--- src/design/ip6rt_ram.sv ---
// generic single-clock ram, one write port and one read port, registered read
// no dependencies
module ip6rt_ram #(
    parameter int WIDTH  = 8,
    parameter int DEPTH  = 256,
    parameter int ADDR_W = $clog2(DEPTH)
) (
    input  logic              aclk,
    input  logic              we,
    input  logic [ADDR_W-1:0] waddr,
    input  logic [WIDTH-1:0]  wdata,
    input  logic [ADDR_W-1:0] raddr,
    output logic [WIDTH-1:0]  rdata
);

    logic [WIDTH-1:0] mem [DEPTH];

    always_ff @(posedge aclk) begin
        if (we) begin
            mem[waddr] <= wdata;
        end
        rdata <= mem[raddr];
    end

endmodule

--- config.mk ---
export PLATFORM = sky130hd
export DESIGN_NAME = ip6rt_ram
export DESIGN_NICKNAME = d
export VERILOG_FILES = /design/src/design/ip6rt_ram.sv
export SDC_FILE = /design/constraint.sdc
export NUM_CORES = 2
export LEC_CHECK = 0
export CORE_MARGIN = 8
export CORE_UTILIZATION = 30
export DETAILED_ROUTE_END_ITERATION = 6
export DONT_BUFFER_PORTS = 1
export PLACE_DENSITY = 0.41
export SYNTH_ARGS = -nofsm -noshare
export SYNTH_HDL_FRONTEND = slang
export SYNTH_SLANG_ARGS = --single-unit
--- constraint.sdc ---
create_clock -name aclk -period 3.1 [get_ports aclk]
set_input_delay 0.465 -clock aclk [delete_from_list [all_inputs] [get_ports aclk]]
set_output_delay 0.465 -clock aclk [all_outputs]
set_load 0.03 [all_outputs]
==> flow_summary.json <==
{
  "synth_edf_count": 2048,
  "timing.max_slew.rel_slack_pct": -13.0,
  "placed_cells": 7461,
  "run_status": "finished, violations left",
  "postSynth.topFlopCell": "sky130_fd_sc_hd__edfxtp_1",
  "synth_top_area_share_pct": 77.3,
  "yosys.cell_types.count": 55,
  "timing_worst_setup_path_type": "in2reg",
  "period_minus_slack_ps": 3120,
  "timing.hold.ws_ps": 39.0,
  "instances_no_fill": 7917,
  "hold_viol_final": 0,
  "place.detailed.hpwl_um": 130000,
  "die_height_um": 531,
  "htreeDepth": 4,
  "fin_nets": 4217,
  "grt_first_pass_wirelength_um": 326000,
  "clock_latency_ps": 880,
  "hold_path_depth": 1,
  "grt_overflow_total": 0,
  "avgRoutedWirePerCell_um": 30.7,
  "flow.area_growth_from_synthesis_pct": 18.3,
  "worst-endpoint-required_ps": 3860,
  "detailedRoute.firstIterationViolations": 3842,
  "critPathLaunchType": "primary input",
  "pwr_density_cell_nw_per_um2": 634,
  "post-route-worst-setup-slack_ps": -21.8,
  "postSynthAreaPerCell_sq_um": 21.3,
  "crit_fanout": 446,
  "cp-startpoint": "raddr[1]",
  "initial_utilization_pct": 30.1,
  "grt_setup_unrepaired": "no",
  "vias_per_cell": 4.99,
  "cts-buffers-inserted": 222,
  "die_w_um": 531,
  "skew_ps": 26.7,
  "reg_clk_slew_reported_paths_ps": 60,
  "r2r-start": "mem[88][6]",
  "rows": 189,
  "cts.path.max_buffers": 3,
  "tritoncts_num_sinks": 2056,
  "yosysWarnings": 0,
  "critPathCaptureType": "register",
  "worst_ep_arrival_ps": 3880,
  "drc": 3,
  "via_count": 39500,
  "report.final.setup_viol": 1,
  "drv_cap": 0,
  "postSynthNetCount": 3759,
  "slew_viol_final": 127,
  "worst-slew-pin-transition_ps": 1700,
  "final_min_period_over_clock_period_pct": 101,
  "cell_taking_the_most_area_after_synthesis": "sky130_fd_sc_hd__edfxtp_1",
  "finalWeightedCongestion": 0.744,
  "postRouteAntennaNets": 0,
  "first_global_vias": 40600,
  "power.ir.vdd_worst_mv": 0.462,
  "largest_net_degree_at_the_start_of_global_routing": 579,
  "violations_in_the_final_reports": "design-rule violations, max-slew violations, negative setup slack",
  "layout_cell_share_with_drive_strength_beyond_1_pct": 28.8,
  "fraction_of_registers_with_async_set_reset_pct": 0,
  "reg2reg_depth": 5,
  "synth_top_cells_by_count": "2048 x sky130_fd_sc_hd__edfxtp_1, 454 x sky130_fd_sc_hd__mux4_2, 282 x sky130_fd_sc_hd__nor2_1",
  "syn_area_sq_um": 79600,
  "count_of_input_and_output_buffers": 0,
  "clockRootBuffer": "sky130_fd_sc_hd__clkbuf_16",
  "first_pass_iters": 7,
  "boundaryPins": 34,
  "syn-instance-count": 3733,
  "drt-total-wl_um": 243000,
  "fp.coreArea_sq_um": 264000,
  "number_of_antenna_violations_at_the_first_check_in_global_routing": 24,
  "power_leakage_nw": 29.5,
  "yosys.cell_count.top_type": "sky130_fd_sc_hd__edfxtp_1",
  "yosysSeqAreaShare_pct": 77.5,
  "synth_seq_cells": 2056,
  "tritoncts": "done",
  "hold_path_startpoint": "wdata[0]",
  "die_area_sq_um": 282000,
  "fmax_mhz": 320,
  "ys_top_cells_by_area": "sky130_fd_sc_hd__edfxtp_1 77%, sky130_fd_sc_hd__mux4_2 13%, sky130_fd_sc_hd__mux2i_1 1.7%",
  "grt.total_usage_pct": 16.3,
  "hp-class": "in2reg"
}
[state kept, by name, indices dropped and copies added (netlist names)]
name and count:
mem 2048, rdata 8
[worst paths after layout]
| kind | end | slack, ps |
|---|---|---|
| worst min register to register | rdata[7] | 1040 |
| worst max register to register | rdata[6] | 500 |
| worst max-delay path | rdata[4] | -20 |
| worst min-delay path | mem[17][0] | 40 |
[cell families (layout without fill, tap and decap cells)]
group	Yosys count	after routing	synth area share, %
multiplexers	591	591	14.6
AO/OA/AOI/OAI	385	385	3.42
AND/OR/NAND/NOR	466	466	2.63
buffers and inverters	235	882	1.83
other	0	4	0
flip-flops	2056	2056	77.5
[cells in the final DEF, fill, tap and decap left out, types with 33 or more instances in the layout]
cell	count
sky130_fd_sc_hd__nand2_1	33
sky130_fd_sc_hd__a22oi_1	133
sky130_fd_sc_hd__clkbuf_1	49
sky130_fd_sc_hd__mux2i_1	134
sky130_fd_sc_hd__o221ai_1	46
sky130_fd_sc_hd__mux4_2	454
sky130_fd_sc_hd__edfxtp_1	2048
sky130_fd_sc_hd__nor2_1	279
sky130_fd_sc_hd__clkinv_1	57
sky130_fd_sc_hd__clkbuf_16	232
sky130_fd_sc_hd__clkinv_2	45
sky130_fd_sc_hd__buf_4	413
sky130_fd_sc_hd__a21oi_1	96
[final cells by class]
type | instances | area [sq um]
sequential | 2056 | 61700
timing repair buffer | 467 | 4340
clock buffer | 272 | 5760
inverter | 2 | 7.51
fill | 24800 | 170000
tap | 3533 | 4420
clock inverter | 141 | 1350
multi-input combinational | 1442 | 16600
antenna | 4 | 10.0
[worst max-delay path, stage by stage]
cell	delay (ps)
sky130_fd_sc_hd__or2b_1	730
sky130_fd_sc_hd__buf_4	200
sky130_fd_sc_hd__o221ai_1	340
sky130_fd_sc_hd__a21oi_1	120
sky130_fd_sc_hd__nor3_1	560
sky130_fd_sc_hd__buf_4	230
sky130_fd_sc_hd__nor4_1	90
sky130_fd_sc_hd__buf_12	160
sky130_fd_sc_hd__nor4_1	230
[power breakdown]
part           switching [mW]  leakage, nW  internal (mW)
Combinational            1.78         7.52           1.10
Sequential              0.138         18.5           30.7
Clock                    11.2         3.48           14.8
[metrics by stage]
stage	util, %	total power [mW]	setup slack, ps	instance area [sq um]	setup TNS (ps)
global route	35.6	61.5	48.8	94100	0
CTS	35.3	59.8	295	93400	0
finish	35.6	59.7	-21.8	94100	-21.8
global placement	32.5	33.3	-874	86000	-3380
detailed placement	32.5	33.3	-632	86000	-2620
floorplan	-	32.8	697	79600	0
[per-layer routing]
metal | vias to the layer above | wire [um] | GRT usage, %
li1 | 16700 | - | -
met1 | 21400 | 108000 | 23.0
met2 | 1109 | 113000 | 25.7
met3 | 317 | 14800 | 3.39
met4 | 0 | 6270 | 4.39
met5 | - | 0 | 0
[what timing repair did]
item                                    in CTS  in global routing
hold buffers                                 8                 17
endpoints found under the hold margin     1691                599
endpoints found under the setup margin       0                  8
resized for setup                            0                  2
setup buffers                                0                  0
(Power assumes the default switching activity.)
